==> config.mk <==
export PLATFORM = sky130hd
export DESIGN_NAME = cigar_coordinate_mapper_flat
export DESIGN_NICKNAME = d
export VERILOG_FILES = /design/src/rtl/ccm_pkg.sv /design/src/rtl/ccm_if.sv /design/src/rtl/ccm_offsets.sv /design/src/rtl/cigar_coordinate_mapper.sv /design/src/flat_wrapper.sv
export SDC_FILE = /design/constraint.sdc
export NUM_CORES = 2
export LEC_CHECK = 0
export BUFFER_PORTS_ARGS = -buffer_cell sky130_fd_sc_hd__clkbuf_2
export CORE_MARGIN = 2
export CORE_UTILIZATION = 45
export DETAILED_ROUTE_END_ITERATION = 6
export GPL_TIMING_DRIVEN = 1
export PLACE_DENSITY = 0.64
export SETUP_SLACK_MARGIN = 0.3
export SLEW_MARGIN = 20
export SYNTH_ARGS = -nofsm -noshare
export SYNTH_HDL_FRONTEND = slang
export SYNTH_HIERARCHICAL = 1
export SYNTH_SLANG_ARGS = --single-unit
==> constraint.sdc <==
create_clock -name clk -period 19.71 [get_ports clk]
set_input_delay 1.971 -clock clk [delete_from_list [all_inputs] [get_ports clk]]
set_output_delay 1.971 -clock clk [all_outputs]
set_load 0.02 [all_outputs]
==> src/rtl/ccm_pkg.sv <==
// ccm_pkg: shared types, codes and constants of the CIGAR coordinate mapper.
// No dependencies; every other file of the block imports it.
package ccm_pkg;

  localparam int COORD_WIDTH = 16;
  localparam int CFG_IDX_W   = 3;

  typedef logic signed [COORD_WIDTH-1:0] coord_t;
  typedef logic [7:0]                    char_t;

  // Configuration register indexes
  typedef enum logic [CFG_IDX_W-1:0] {
    REG_SUBJ_START  = 3'd0,
    REG_SUBJ_END    = 3'd1,
    REG_QUERY_START = 3'd2,
    REG_QUERY_END   = 3'd3,
    REG_TGT_START   = 3'd4,
    REG_TGT_END     = 3'd5,
    REG_STRAND      = 3'd6
  } reg_idx_t;

  typedef enum logic [2:0] {
    ST_PENDING    = 3'd0,
    ST_MAPPED     = 3'd1,
    ST_BAD_OP     = 3'd2,
    ST_UNRESOLVED = 3'd3,
    ST_BAD_STRAND = 3'd4
  } status_t;

  typedef enum logic [1:0] {
    STRAND_FWD = 2'd0,
    STRAND_REV = 2'd1
  } strand_t;

  localparam char_t CH_ZERO  = 8'h30;  // '0'
  localparam char_t CH_NINE  = 8'h39;  // '9'
  localparam char_t CH_EQ    = 8'h3D;  // '='
  localparam char_t CH_X     = 8'h58;  // 'X'
  localparam char_t CH_INS   = 8'h49;  // 'I'
  localparam char_t CH_DEL   = 8'h44;  // 'D'

  // Register file contents
  typedef struct packed {
    coord_t     subj_start;
    coord_t     subj_end;
    coord_t     query_start;
    coord_t     query_end;
    coord_t     tgt_start;
    coord_t     tgt_end;
    logic [1:0] strand;
  } cfg_regs_t;

  // Parser state loaded on the first byte of a string
  typedef struct packed {
    coord_t start_value;
    coord_t end_value;
    logic   start_found;
    logic   end_found;
    coord_t subj_cursor;
    coord_t query_cursor;
  } init_t;

endpackage

==> src/rtl/ccm_if.sv <==
// ccm_if: valid/ready channel interfaces of the CIGAR coordinate mapper.
// Depends on ccm_pkg.
interface ccm_in_if;
  import ccm_pkg::*;
  logic  valid;
  logic  ready;
  char_t cigar_char;
  logic  last_char;
  modport source (output valid, cigar_char, last_char, input ready);
  modport sink   (input valid, cigar_char, last_char, output ready);
endinterface

interface ccm_out_if;
  import ccm_pkg::*;
  logic       valid;
  logic       ready;
  coord_t     mapped_start;
  coord_t     mapped_end;
  logic [2:0] status;
  modport source (output valid, mapped_start, mapped_end, status, input ready);
  modport sink   (input valid, mapped_start, mapped_end, status, output ready);
endinterface

interface ccm_cfg_if;
  import ccm_pkg::*;
  logic                 valid;
  logic                 ready;
  logic [CFG_IDX_W-1:0] reg_index;
  coord_t               wr_data;
  modport source (output valid, reg_index, wr_data, input ready);
  modport sink   (input valid, reg_index, wr_data, output ready);
endinterface

==> src/rtl/ccm_offsets.sv <==
// ccm_offsets: registers the start-of-string parser state derived from the
// alignment and target registers (overhang and outside-region offsets). Uses ccm_pkg.
module ccm_offsets (
  input  logic               clk,
  input  ccm_pkg::cfg_regs_t cfg,
  output ccm_pkg::init_t     init_r
);
  import ccm_pkg::*;

  init_t  init_nxt;
  logic   rev;

  always_comb begin
    rev = (cfg.strand == STRAND_REV);
    init_nxt              = '0;
    init_nxt.subj_cursor  = rev ? cfg.subj_end : cfg.subj_start;
    init_nxt.query_cursor = cfg.query_start;
    if (cfg.tgt_end < cfg.subj_start) begin
      // whole target before the aligned region
      init_nxt.start_value = rev ? cfg.query_end + (cfg.subj_start - cfg.tgt_end)
                                 : cfg.query_start - (cfg.subj_start - cfg.tgt_start);
      init_nxt.end_value   = rev ? cfg.query_end + (cfg.subj_start - cfg.tgt_start)
                                 : cfg.query_start - (cfg.subj_start - cfg.tgt_end);
      init_nxt.start_found = 1'b1;
      init_nxt.end_found   = 1'b1;
    end else if (cfg.tgt_start >= cfg.subj_end) begin
      // whole target past the aligned region
      init_nxt.start_value = rev ? cfg.query_start - (cfg.tgt_end - cfg.subj_end)
                                 : cfg.query_end + (cfg.tgt_start - cfg.subj_end);
      init_nxt.end_value   = rev ? cfg.query_start - (cfg.tgt_start - cfg.subj_end)
                                 : cfg.query_end + (cfg.tgt_end - cfg.subj_end);
      init_nxt.start_found = 1'b1;
      init_nxt.end_found   = 1'b1;
    end else if (!rev) begin
      if (cfg.tgt_start < cfg.subj_start) begin
        init_nxt.start_value = cfg.query_start - (cfg.subj_start - cfg.tgt_start);
        init_nxt.start_found = 1'b1;
      end
      if (cfg.tgt_end >= cfg.subj_end) begin
        init_nxt.end_value = cfg.query_end + (cfg.tgt_end - cfg.subj_end);
        init_nxt.end_found = 1'b1;
      end
    end else begin
      if (cfg.tgt_start < cfg.subj_start) begin
        init_nxt.end_value = cfg.query_end + (cfg.subj_start - cfg.tgt_start);
        init_nxt.end_found = 1'b1;
      end
      if (cfg.tgt_end >= cfg.subj_end) begin
        init_nxt.start_value = cfg.query_start - (cfg.tgt_end - cfg.subj_end)
                               - coord_t'(1);
        init_nxt.start_found = 1'b1;
      end
    end
  end

  always_ff @(posedge clk) begin
    init_r <= init_nxt;
  end

endmodule

==> src/rtl/cigar_coordinate_mapper.sv <==
// cigar_coordinate_mapper: top level. Parses a CIGAR string one byte per
// request and lifts a target subject interval onto query coordinates.
// Depends on ccm_pkg, ccm_if (interfaces) and ccm_offsets.
//
//  channel | dir | payload                              | handshake
//  --------+-----+--------------------------------------+------------------
//  in_ch   | in  | cigar_char[7:0], last_char           | valid & ready
//  out_ch  | out | mapped_start, mapped_end, status[2:0]| valid & ready
//  cfg_ch  | in  | reg_index[2:0], wr_data              | valid & ready (=1)
//
// Each accepted byte goes into an input register, then takes one pass through
// the parse logic into the result register.
// A new byte is taken every cycle unless out_ch stalls; the feedback loop is
// the cursor/run update. Reset (rst_n low, synchronous) clears the valid,
// control and configuration registers and rearms the parser. A stall on
// out_ch holds the result register and the input register. Configuration
// writes take effect for strings whose first byte is accepted after the write.
module cigar_coordinate_mapper (
  input logic clk,
  input logic rst_n,
  ccm_in_if.sink    in_ch,
  ccm_out_if.source out_ch,
  ccm_cfg_if.sink   cfg_ch
);
  import ccm_pkg::*;

  // configuration registers
  cfg_regs_t cfg_r;
  init_t     init_r;

  // input stage
  logic  s1_valid_r;
  char_t s1_char_r;
  logic  s1_last_r;
  logic  s1_go;
  logic  s1_fire;

  // parser state
  coord_t  run_r, run_nxt;
  coord_t  scur_r, scur_nxt;
  coord_t  qcur_r, qcur_nxt;
  coord_t  sval_r, sval_nxt;
  coord_t  eval_r, eval_nxt;
  logic    sfound_r, sfound_nxt;
  logic    efound_r, efound_nxt;
  logic    first_r, first_nxt;
  status_t held_r, held_nxt;

  // result register
  logic    out_valid_r;
  coord_t  out_start_r, out_start_nxt;
  coord_t  out_end_r, out_end_nxt;
  status_t out_status_r, out_status_nxt;

  // step temporaries
  logic   rev, bad_strand, is_digit, is_match, is_del, is_ins;
  char_t  dig;
  coord_t hi, lo, run_x10;

  assign cfg_ch.ready = 1'b1;

  always_ff @(posedge clk) begin
    if (!rst_n) begin
      cfg_r <= '0;
    end else if (cfg_ch.valid) begin
      case (reg_idx_t'(cfg_ch.reg_index))
        REG_SUBJ_START:  cfg_r.subj_start  <= cfg_ch.wr_data;
        REG_SUBJ_END:    cfg_r.subj_end    <= cfg_ch.wr_data;
        REG_QUERY_START: cfg_r.query_start <= cfg_ch.wr_data;
        REG_QUERY_END:   cfg_r.query_end   <= cfg_ch.wr_data;
        REG_TGT_START:   cfg_r.tgt_start   <= cfg_ch.wr_data;
        REG_TGT_END:     cfg_r.tgt_end     <= cfg_ch.wr_data;
        REG_STRAND:      cfg_r.strand      <= cfg_ch.wr_data[1:0];
        default: begin
          // drop writes beyond the register list
        end
      endcase
    end
  end

  // Offsets for the first byte are precomputed from the registers.
  ccm_offsets u_offsets (
    .clk    (clk),
    .cfg    (cfg_r),
    .init_r (init_r)
  );

  // Advance the input stage whenever the result register can take a value.
  assign s1_go       = !out_valid_r || out_ch.ready;
  assign s1_fire     = s1_valid_r && s1_go;
  assign in_ch.ready = !s1_valid_r || s1_go;

  always_ff @(posedge clk) begin
    if (!rst_n) begin
      s1_valid_r <= 1'b0;
    end else if (in_ch.ready) begin
      s1_valid_r <= in_ch.valid;
    end
  end

  always_ff @(posedge clk) begin
    if (in_ch.ready && in_ch.valid) begin
      s1_char_r <= in_ch.cigar_char;
      s1_last_r <= in_ch.last_char;
    end
  end

  // One byte of parsing: load the string state on the first byte, then
  // apply a digit or an operation to it.
  always_comb begin
    rev        = (cfg_r.strand == STRAND_REV);
    bad_strand = (cfg_r.strand > STRAND_REV);
    dig        = s1_char_r - CH_ZERO;
    is_digit   = (s1_char_r >= CH_ZERO) && (s1_char_r <= CH_NINE);
    is_match   = (s1_char_r == CH_EQ) || (s1_char_r == CH_X);
    is_del     = (s1_char_r == CH_DEL);
    is_ins     = (s1_char_r == CH_INS);

    if (first_r) begin
      run_nxt    = '0;
      scur_nxt   = init_r.subj_cursor;
      qcur_nxt   = init_r.query_cursor;
      sval_nxt   = init_r.start_value;
      eval_nxt   = init_r.end_value;
      sfound_nxt = init_r.start_found;
      efound_nxt = init_r.end_found;
      if (bad_strand) begin
        held_nxt = ST_BAD_STRAND;
      end else if (init_r.start_found && init_r.end_found) begin
        held_nxt = ST_MAPPED;
      end else begin
        held_nxt = ST_PENDING;
      end
    end else begin
      run_nxt    = run_r;
      scur_nxt   = scur_r;
      qcur_nxt   = qcur_r;
      sval_nxt   = sval_r;
      eval_nxt   = eval_r;
      sfound_nxt = sfound_r;
      efound_nxt = efound_r;
      held_nxt   = held_r;
    end

    run_x10 = (run_nxt << 3) + (run_nxt << 1);
    hi      = scur_nxt + run_nxt;
    lo      = scur_nxt - run_nxt;

    if (held_nxt == ST_PENDING) begin
      if (is_digit) begin
        run_nxt = run_x10 + {{(COORD_WIDTH-4){1'b0}}, dig[3:0]};
      end else if (is_ins) begin
        qcur_nxt = qcur_nxt + run_nxt;
        run_nxt  = '0;
      end else if (is_match || is_del) begin
        if (!rev) begin
          if ((scur_nxt <= cfg_r.tgt_start) && (cfg_r.tgt_start < hi)) begin
            sval_nxt   = is_match ? qcur_nxt + (cfg_r.tgt_start - scur_nxt) : qcur_nxt;
            sfound_nxt = 1'b1;
          end
          if ((scur_nxt <= cfg_r.tgt_end) && (cfg_r.tgt_end < hi)) begin
            eval_nxt   = is_match ? qcur_nxt + (cfg_r.tgt_end - scur_nxt) : qcur_nxt;
            efound_nxt = 1'b1;
          end
          scur_nxt = hi;
        end else begin
          if ((scur_nxt > cfg_r.tgt_start) && (cfg_r.tgt_start >= lo)) begin
            eval_nxt   = is_match ? qcur_nxt + (scur_nxt - cfg_r.tgt_start) : qcur_nxt;
            efound_nxt = 1'b1;
          end
          if ((scur_nxt > cfg_r.tgt_end) && (cfg_r.tgt_end >= lo)) begin
            sval_nxt   = is_match ? qcur_nxt + (scur_nxt - cfg_r.tgt_end) - coord_t'(1)
                                  : qcur_nxt;
            sfound_nxt = 1'b1;
          end
          scur_nxt = lo;
        end
        if (is_match) begin
          qcur_nxt = qcur_nxt + run_nxt;
        end
        run_nxt = '0;
      end else begin
        held_nxt = ST_BAD_OP;
      end
      if ((held_nxt == ST_PENDING) && sfound_nxt && efound_nxt) begin
        held_nxt = ST_MAPPED;
      end
    end

    // A string that ends still pending is unresolved; rearm after the last byte.
    out_status_nxt = held_nxt;
    if (s1_last_r && (held_nxt == ST_PENDING)) begin
      out_status_nxt = ST_UNRESOLVED;
    end
    first_nxt = s1_last_r;

    if (out_status_nxt == ST_MAPPED) begin
      out_start_nxt = sval_nxt;
      out_end_nxt   = eval_nxt;
    end else begin
      out_start_nxt = '0;
      out_end_nxt   = '0;
    end
  end

  always_ff @(posedge clk) begin
    if (!rst_n) begin
      first_r  <= 1'b1;
      held_r   <= ST_PENDING;
      sfound_r <= 1'b0;
      efound_r <= 1'b0;
    end else if (s1_fire) begin
      first_r  <= first_nxt;
      held_r   <= held_nxt;
      sfound_r <= sfound_nxt;
      efound_r <= efound_nxt;
    end
  end

  always_ff @(posedge clk) begin
    if (s1_fire) begin
      run_r  <= run_nxt;
      scur_r <= scur_nxt;
      qcur_r <= qcur_nxt;
      sval_r <= sval_nxt;
      eval_r <= eval_nxt;
    end
  end

  // Result register: load on a parsed byte, hold while the sink stalls.
  always_ff @(posedge clk) begin
    if (!rst_n) begin
      out_valid_r <= 1'b0;
    end else if (s1_go) begin
      out_valid_r <= s1_valid_r;
    end
  end

  always_ff @(posedge clk) begin
    if (s1_fire) begin
      out_start_r  <= out_start_nxt;
      out_end_r    <= out_end_nxt;
      out_status_r <= out_status_nxt;
    end
  end

  assign out_ch.valid        = out_valid_r;
  assign out_ch.mapped_start = out_start_r;
  assign out_ch.mapped_end   = out_end_r;
  assign out_ch.status       = out_status_r;

`ifndef ASSERT_OFF
  a_zero_unless_mapped: assert property (@(posedge clk) disable iff (!rst_n)
    (out_valid_r && (out_status_r != ST_MAPPED)) |-> (out_start_r == '0) && (out_end_r == '0))
    else $error("mapped fields nonzero on an unmapped result");

  a_s1_hold: assert property (@(posedge clk) disable iff (!rst_n)
    (s1_valid_r && !s1_go) |=> (s1_valid_r && $stable(s1_char_r) && $stable(s1_last_r)))
    else $error("input stage lost a byte under stall");

  a_rearm_after_last: assert property (@(posedge clk) disable iff (!rst_n)
    (s1_fire && s1_last_r) |=> first_r)
    else $error("parser not rearmed after last byte");

  a_mapped_has_both: assert property (@(posedge clk) disable iff (!rst_n)
    (!first_r && (held_r == ST_MAPPED)) |-> (sfound_r && efound_r))
    else $error("mapped status without both ends found");

  a_out_from_fire: assert property (@(posedge clk) disable iff (!rst_n)
    ($rose(out_valid_r)) |-> $past(s1_fire))
    else $error("result appeared without a parsed byte");
`endif

endmodule

==> src/flat_wrapper.sv <==
// flat-port wrapper written by rule: the top's interface ports become plain ports
module cigar_coordinate_mapper_flat import ccm_pkg::*;
  (clk, rst_n, in_ch_valid, in_ch_cigar_char, in_ch_last_char, in_ch_ready, out_ch_valid, out_ch_mapped_start, out_ch_mapped_end, out_ch_status, out_ch_ready, cfg_ch_valid, cfg_ch_reg_index, cfg_ch_wr_data, cfg_ch_ready);
  ccm_in_if in_ch_i ();
  ccm_out_if out_ch_i ();
  ccm_cfg_if cfg_ch_i ();
  input logic clk;
  input logic rst_n;
  input wire logic [$bits(in_ch_i.valid)-1:0] in_ch_valid;
  input wire logic [$bits(in_ch_i.cigar_char)-1:0] in_ch_cigar_char;
  input wire logic [$bits(in_ch_i.last_char)-1:0] in_ch_last_char;
  output wire logic [$bits(in_ch_i.ready)-1:0] in_ch_ready;
  output wire logic [$bits(out_ch_i.valid)-1:0] out_ch_valid;
  output wire logic [$bits(out_ch_i.mapped_start)-1:0] out_ch_mapped_start;
  output wire logic [$bits(out_ch_i.mapped_end)-1:0] out_ch_mapped_end;
  output wire logic [$bits(out_ch_i.status)-1:0] out_ch_status;
  input wire logic [$bits(out_ch_i.ready)-1:0] out_ch_ready;
  input wire logic [$bits(cfg_ch_i.valid)-1:0] cfg_ch_valid;
  input wire logic [$bits(cfg_ch_i.reg_index)-1:0] cfg_ch_reg_index;
  input wire logic [$bits(cfg_ch_i.wr_data)-1:0] cfg_ch_wr_data;
  output wire logic [$bits(cfg_ch_i.ready)-1:0] cfg_ch_ready;
  assign in_ch_i.valid = in_ch_valid;
  assign in_ch_i.cigar_char = in_ch_cigar_char;
  assign in_ch_i.last_char = in_ch_last_char;
  assign in_ch_ready = in_ch_i.ready;
  assign out_ch_valid = out_ch_i.valid;
  assign out_ch_mapped_start = out_ch_i.mapped_start;
  assign out_ch_mapped_end = out_ch_i.mapped_end;
  assign out_ch_status = out_ch_i.status;
  assign out_ch_i.ready = out_ch_ready;
  assign cfg_ch_i.valid = cfg_ch_valid;
  assign cfg_ch_i.reg_index = cfg_ch_reg_index;
  assign cfg_ch_i.wr_data = cfg_ch_wr_data;
  assign cfg_ch_ready = cfg_ch_i.ready;
  cigar_coordinate_mapper u_core (.clk(clk), .rst_n(rst_n), .in_ch(in_ch_i), .out_ch(out_ch_i), .cfg_ch(cfg_ch_i));
endmodule
Yosys cells after proc, flatten, opt, wreduce, memory -nomap -nowiden
Cells that the tools add are included.
Word-level totals
  flip-flop bits (word level): 296
  input bits: 33
  output and inout bits: 38
  logic and storage cells: 192
Cells by class
  $add $sub $neg: 28
  magnitude comparators: 15
  equality and inequality tests: 12
  muxes and demuxes: 79
  reduce and logical (&&, ||, !) cells: 29
Operators with widths (count)
  $mux 16: 46
  $sub 16x16->16: 13
  $add 16x16->16: 11
  $mux 34: 3
  $ge 16x16->1: 4
  $lt 16x16->1: 4
  $gt 16x16->1: 2
  $le 16x16->1: 2
  $sub 16x2->16 const B: 2
  $mux 3: 9
  $eq 8x7->1 const B: 3
  $mux 1: 21
  $add 16x4->16: 1
  $reduce_and 2->1: 7
  $logic_not 3->1: 4
  $logic_and 1x1->1: 11
  $eq 3x3->1 const B: 3
  $eq 8x6->1 const B: 1
  $ge 8x6->1 const B: 1
  $le 8x6->1 const B: 1
  $eq 3x1->1 const B: 2
  $eq 3x2->1 const B: 2
  $logic_or 1x1->1: 4
  $sub 4x1->4 const B: 1
  4 further kinds: 5

Logic depth before layout (Yosys ltp)
  depth after elaboration: 18
  depth in mapped cells: 35
  mapped depth without buffers: 28

Modules after synthesis
The synthesis kept the hierarchy.
Modules (own cells, without submodules)
  cigar_coordinate_mapper: instances 1, cells each 2303, area each 19947.9 µm², seq. area each 5845.6 µm²
  ccm_offsets: instances 1, cells each 1513, area each 11288.3 µm², seq. area each 1321.3 µm²

Least setup slack after synthesis
OpenSTA, ideal clock, no wires.
  kind: register -> register
  start: register u_core.first_r
  end: register u_core.out_start_r[13] (netlist: u_core/out_ch.mapped_start[13]), data pin
  setup time: 255 ps
  data arrival time: 7549 ps
  required time: 19455 ps
  setup slack: 11906 ps
  cell stages (with the launch flop): 31
  path buffers: 7
  period minus slack after synthesis: 7804 ps
  path through: dfxtp_1 > clkbuf_1 > clkbuf_1 > buf_1 > clkbuf_1 > buf_1 > clkbuf_1 > mux2i_1 > inv_1 > ha_1 > a2111o_1 > a2111oi_4 > nor2_1 > a311oi_1 > o21ai_0 > a21oi_1 > nor4_1 > or3_1 > xor2_1 > ha_1 > nand2_1 > nor2_1 > nand2_1 > nor3_1 > nand4_1 > a31o_2 > buf_2 > a21oi_1 > nor2_1 > a311o_1 > and2_1
On the way
  elaborated cells between the ends (all ways): 63
  classes of those cells: add/sub: 7; order compare: 8; eq/ne: 1; mux: 37; reduce/logical: 10
RTL lines
  from (decl): line cigar_coordinate_mapper.sv:46  | logic first_r, first_nxt;
  from (signal assigned): line cigar_coordinate_mapper.sv:213  | first_r <= first_nxt;
  $mux 16: line cigar_coordinate_mapper.sv:119  | if (first_r) begin
  $sub 16x16->16: line cigar_coordinate_mapper.sv:172  | sval_nxt = is_match ? qcur_nxt + (scur_nxt - cfg_r.tgt_end) - coord_t'(1)
  $add 16x16->16: line cigar_coordinate_mapper.sv:172
  $sub 16x2->16: line cigar_coordinate_mapper.sv:172
  $mux 16: line cigar_coordinate_mapper.sv:172
  $mux 16: line cigar_coordinate_mapper.sv:171  | if ((scur_nxt > cfg_r.tgt_end) && (cfg_r.tgt_end >= lo)) begin
  $mux 16: line cigar_coordinate_mapper.sv:156  | if (!rev) begin
  $mux 16: line cigar_coordinate_mapper.sv:155  | end else if (is_match || is_del) begin
  $mux 16: line cigar_coordinate_mapper.sv:152  | end else if (is_ins) begin
  $mux 16: line cigar_coordinate_mapper.sv:150  | if (is_digit) begin
  $mux 16 *: line cigar_coordinate_mapper.sv:149  | if (held_nxt == ST_PENDING) begin
  net u_core.sval_nxt[13]: line cigar_coordinate_mapper.sv:42  | coord_t sval_r, sval_nxt;
  to (signal assigned): line cigar_coordinate_mapper.sv:241  | out_start_r <= out_start_nxt;
  to (decl): line cigar_coordinate_mapper.sv:51  | coord_t out_start_r, out_start_nxt;
The timed path passes the listed nets; every way through them passes the cells marked *. The select of a mux whose other input is x is not followed.
A chain may end at the register's enable or synchronous reset.

Worst setup path after layout
  start: register u_core.first_r
  end: register u_core.out_start_r[15] (netlist: u_core/out_ch.mapped_start[15]), data pin
On the way
  longest elaborated chain between the ends: 18
  elaborated cells between the ends (all ways): 63
  classes of those cells: add/sub: 7; order compare: 8; eq/ne: 1; mux: 37; reduce/logical: 10
RTL lines
  branches (longest 18 deep; another with $sub 16x16->16)
Several ways; the timed one is not identified. The select of a mux whose other input is x is not followed.

==> metrics.md <==
| Metric | Value |
|---|---|
| Filler cell count in the final layout | `roughly 6800` |
| Flip-flop and latch count after synthesis | `roughly 300` |
| Clock latency at the later pin of the worst-skew pair | `just under 0.6 ns` |
| Pre-Repair DR Iteration Count | `6` |
| Overall die area | `between 0.07 and 0.08 mm^2` |
| Pins over their slew limit | `0` |
| Primary FF master, synth | `sky130_fd_sc_hd__dfxtp_1` |
| Rows | `96` |
| Detail Route Antenna Nets | `0` |
| Die boundary height | `between 200 and 300 um` |
| Type of destination of the critical path | `flip-flop` |
| Critical path peak fanout | `57` |
| Async set or reset register ratio after synthesis | `0` |
| Result of the run | `finished, final reports clean` |
| Buffer count from post-CTS setup fixing | `0` |
| Fraction of the cycle the final worst path needs | `0.440` |
| Initial standard-cell utilization of the core | `0.455` |
| Fmax | `0.115 GHz` |
| Final Critical Period | `between 8 and 9 ns` |
| Setup clock skew after layout | `0.0321 ns` |
| Area used by sequential logic in the layout | `just over 0.007 mm^2` |
| Setup crit start kind | `flip-flop` |
| Fraction of final layout cells sized beyond drive strength 1 | `0.0611` |
| Total half-perimeter wirelength after legalization and detailed placement | `90600 um` |
| Remaining DRCs | `0` |
| # placed instances | `around 4700` |
| Total power divided by cell area | `between 80 and 90 mW/mm^2` |
| Total negative slack | `0 ns` |
| Total of cells resized after clock tree synthesis | `0` |
| Number of violations reported at the end of detailed-routing iteration 0 | `3499` |
| Maximum cell stage delay along the critical path | `between 0.9 and 1 ns` |
| DIE WIDTH | `around 270 um` |
| Global-route wire length before repair | `approximately 170000 um` |
| Overall Global Routing Usage | `0.307` |
| Number of levels in the clock H-tree | `2` |
| Number of different library cells in the post-synthesis netlist | `89` |
| Clock tree from TritonCTS | `built` |
| Number of buffers added on ports | `between 60 and 70` |
| Sink Count | `approximately 300` |
| Layout area overhead | `8.63%` |
| Number of antenna violations at the first check in global routing | `6` |
| Pin slew with the least headroom to its limit | `around 1.1 ns` |
| Instance count of the mapped netlist | `between 3000 and 4000` |
| Library cell contributing the largest single delay on the critical path | `sky130_fd_sc_hd__nor4b_1` |
| Average footprint of a synthesized cell | `8.19 um^2` |
| Cell type contributing the most total cell area after synthesis | `sky130_fd_sc_hd__ha_1` |
| Crit-path cells | `buf_4 -> mux2i_1 -> inv_1 -> ha_1 -> a2111o_1 -> a2111oi_4 -> nor2_1 -> a311oi_1 -> o21ai_0 -> a21oi_1 -> nor4_1 -> or3_1 -> xor2_1 -> ha_1 -> nand2_1 -> nor2_1 -> nand2_1 -> nor4b_1 -> a21oi_1 -> a21bo_2 -> a21o_1 -> nand4_1 -> a41oi_1` |
| Final number of setup-violating endpoints | `0` |
| Arrival time of data at the critical path endpoint | `a little over 9 ns` |
| Sequential fraction of the synthesis area | `0.229` |
| Hold/Removal Path Class | `reg -> reg` |
| Leak | `between 15 and 20 nW` |
| Number of hold violations in the final report | `0` |
| Leading cell type by number of instances after synthesis | `sky130_fd_sc_hd__nand2_1` |
| Quantity of hold-fixing buffers added after cts | `0` |
| Yosys top cell area share | `0.162` |
| Net count after synthesis | `4329` |
| Total detailed-routing wirelength | `approximately 110000 um` |
| Netlist area before placement | `0.0312 mm^2` |
| Area contributors post-synth | `sky130_fd_sc_hd__ha_1 16%, sky130_fd_sc_hd__edfxtp_1 12%, sky130_fd_sc_hd__dfxtp_1 11%` |
| Maximum buffer depth of the clock tree | `3` |
| Ratio of routed vias to standard cells | `about 6.0` |
| Io pins | `between 70 and 80` |
| Multi-input combinational cell area | `~0.022 mm^2` |
| Synth Warn # | `6` |
| EDFF count, synth | `~120` |
| Critical Path RT | `roughly 20 ns` |
| Unrepaired setup endpoints after global routing | `no` |
| Worst ir drop on vdd | `about 55 uV` |
| DR WL/cell | `23.2 um` |
| Last weighted congestion value of the routability-driven placer | `1.01` |
| Sum of overflow across all layers after global routing | `0` |
| Cell chosen for the clock root | `sky130_fd_sc_hd__clkbuf_16` |
| Filler-free cell count of the finished design | `around 4800` |
| Critical path class | `reg -> reg` |
| Total core area | `~0.07 mm^2` |
| Number of global-route vias before repair | `between 20000 and 30000` |
| Total vias in the final route | `roughly 29000` |
| Top post-synthesis cells by count | `427 x sky130_fd_sc_hd__nand2_1, 405 x sky130_fd_sc_hd__ha_1, 371 x sky130_fd_sc_hd__inv_1` |
| Nets | `4361` |
| Max_cap viols | `0` |
| Slew margin rel. | `0.242` |
| Pin count of the biggest net entering global routing | `76` |
| Total clock buffers created by CTS | `36` |
| Clock transition at path regs | `approximately 0.060 ns` |
## area by class of cell
type                       instances  share of cell area
multi-input combinational       3038               0.657
sequential                       296               0.211
inverter                         371              0.0410
tap                              931              0.0343
clock buffer                      51              0.0319
timing repair buffer             105              0.0181
clock inverter                    15             0.00608
antenna                            1           0.0000737
## critical path, delay by kind of cell, from the launching register on
kind                       cells  cell delay (ns)
xor gates and xnor gates       1             0.19
AOI/OAI and AO/OA              9             2.71
muxes                          1             0.50
adders and majority gates      2             0.75
DFF                            1             0.76
and+or+nand+nor                8             2.53
buffers and inverters          2             1.02
## cells by family after synthesis
family          count (synthesis)  synth area share
compound gates               1100             0.232
xor+xnor                      289            0.0813
fa+ha+maj                     485             0.212
buf+inv                       482            0.0589
flops                         296             0.229
mux                            74            0.0246
other cells                     1          0.000120
simple gates                 1089             0.162
## per-layer routing
metal  track usage  wire length, um  up-vias
met5             0                9        -
met2         0.451            46100     1333
met4         0.133             5240        2
li1              -                -    13600
met1         0.438            49500    13500
met3        0.0556            10600      198
## where the power goes
group / switching (mW) / internal (mW)
registers: 0.0726 / 0.720
logic: 0.855 / 0.506
clock network: 0.301 / 0.418
## metrics by stage
step | worst slack, ns | hold WS, ns | area, um^2 | util | power [mW]
after floorplan | 11.91 | 0.351 | 31200 | - | 1.69
after global placement | 11.52 | 0.394 | 32600 | 0.475 | 2.10
after detailed placement | 11.19 | 0.390 | 32600 | 0.475 | 2.11
after CTS | 11.17 | 0.404 | 33900 | 0.494 | 2.83
after global routing | 10.41 | 0.404 | 33900 | 0.494 | 3.01
final | 11.03 | 0.400 | 33900 | 0.494 | 2.87
## state kept, by name, indices dropped and copies added (netlist names), 3 cells and up
register,count
u_core/s1_char_r,8
u_core/out_ch.mapped_end,16
u_core/cfg_r,98
u_core/held_r,3
u_core/out_ch.status,3
u_core/u_offsets/init_r,66
u_core/eval_r,16
u_core/out_ch.mapped_start,16
u_core/sval_r,16
u_core/qcur_r,16
u_core/scur_r,16
u_core/run_r,16
## final timing paths
kind | from | to | slack [ns] | cells past startpoint
worst min-delay path | u_core/cfg_r[50] | u_core/u_offsets/init_r[0] | 0.40 | 0
worst min register to register | u_core/cfg_r[50] | u_core/u_offsets/init_r[0] | 0.40 | 0
worst max register to register | u_core/first_r | u_core/out_ch.mapped_start[15] | 11.03 | 23
worst max-delay path | u_core/first_r | u_core/out_ch.mapped_start[15] | 11.03 | 23
## placed cells by master (no fill, tap or decap), types with 68 or more instances in the layout
cell / n
sky130_fd_sc_hd__a21boi_0: 106
sky130_fd_sc_hd__a21o_1: 100
sky130_fd_sc_hd__a21oi_1: 289
sky130_fd_sc_hd__clkbuf_2: 68
sky130_fd_sc_hd__dfxtp_1: 171
sky130_fd_sc_hd__edfxtp_1: 124
sky130_fd_sc_hd__fa_1: 75
sky130_fd_sc_hd__ha_1: 405
sky130_fd_sc_hd__inv_1: 371
sky130_fd_sc_hd__nand2_1: 427
sky130_fd_sc_hd__nor2_1: 234
sky130_fd_sc_hd__nor3_1: 76
sky130_fd_sc_hd__o21ai_0: 165
sky130_fd_sc_hd__xnor2_1: 184
sky130_fd_sc_hd__xor2_1: 104
Note: power is estimated with default switching activity, not from simulation.
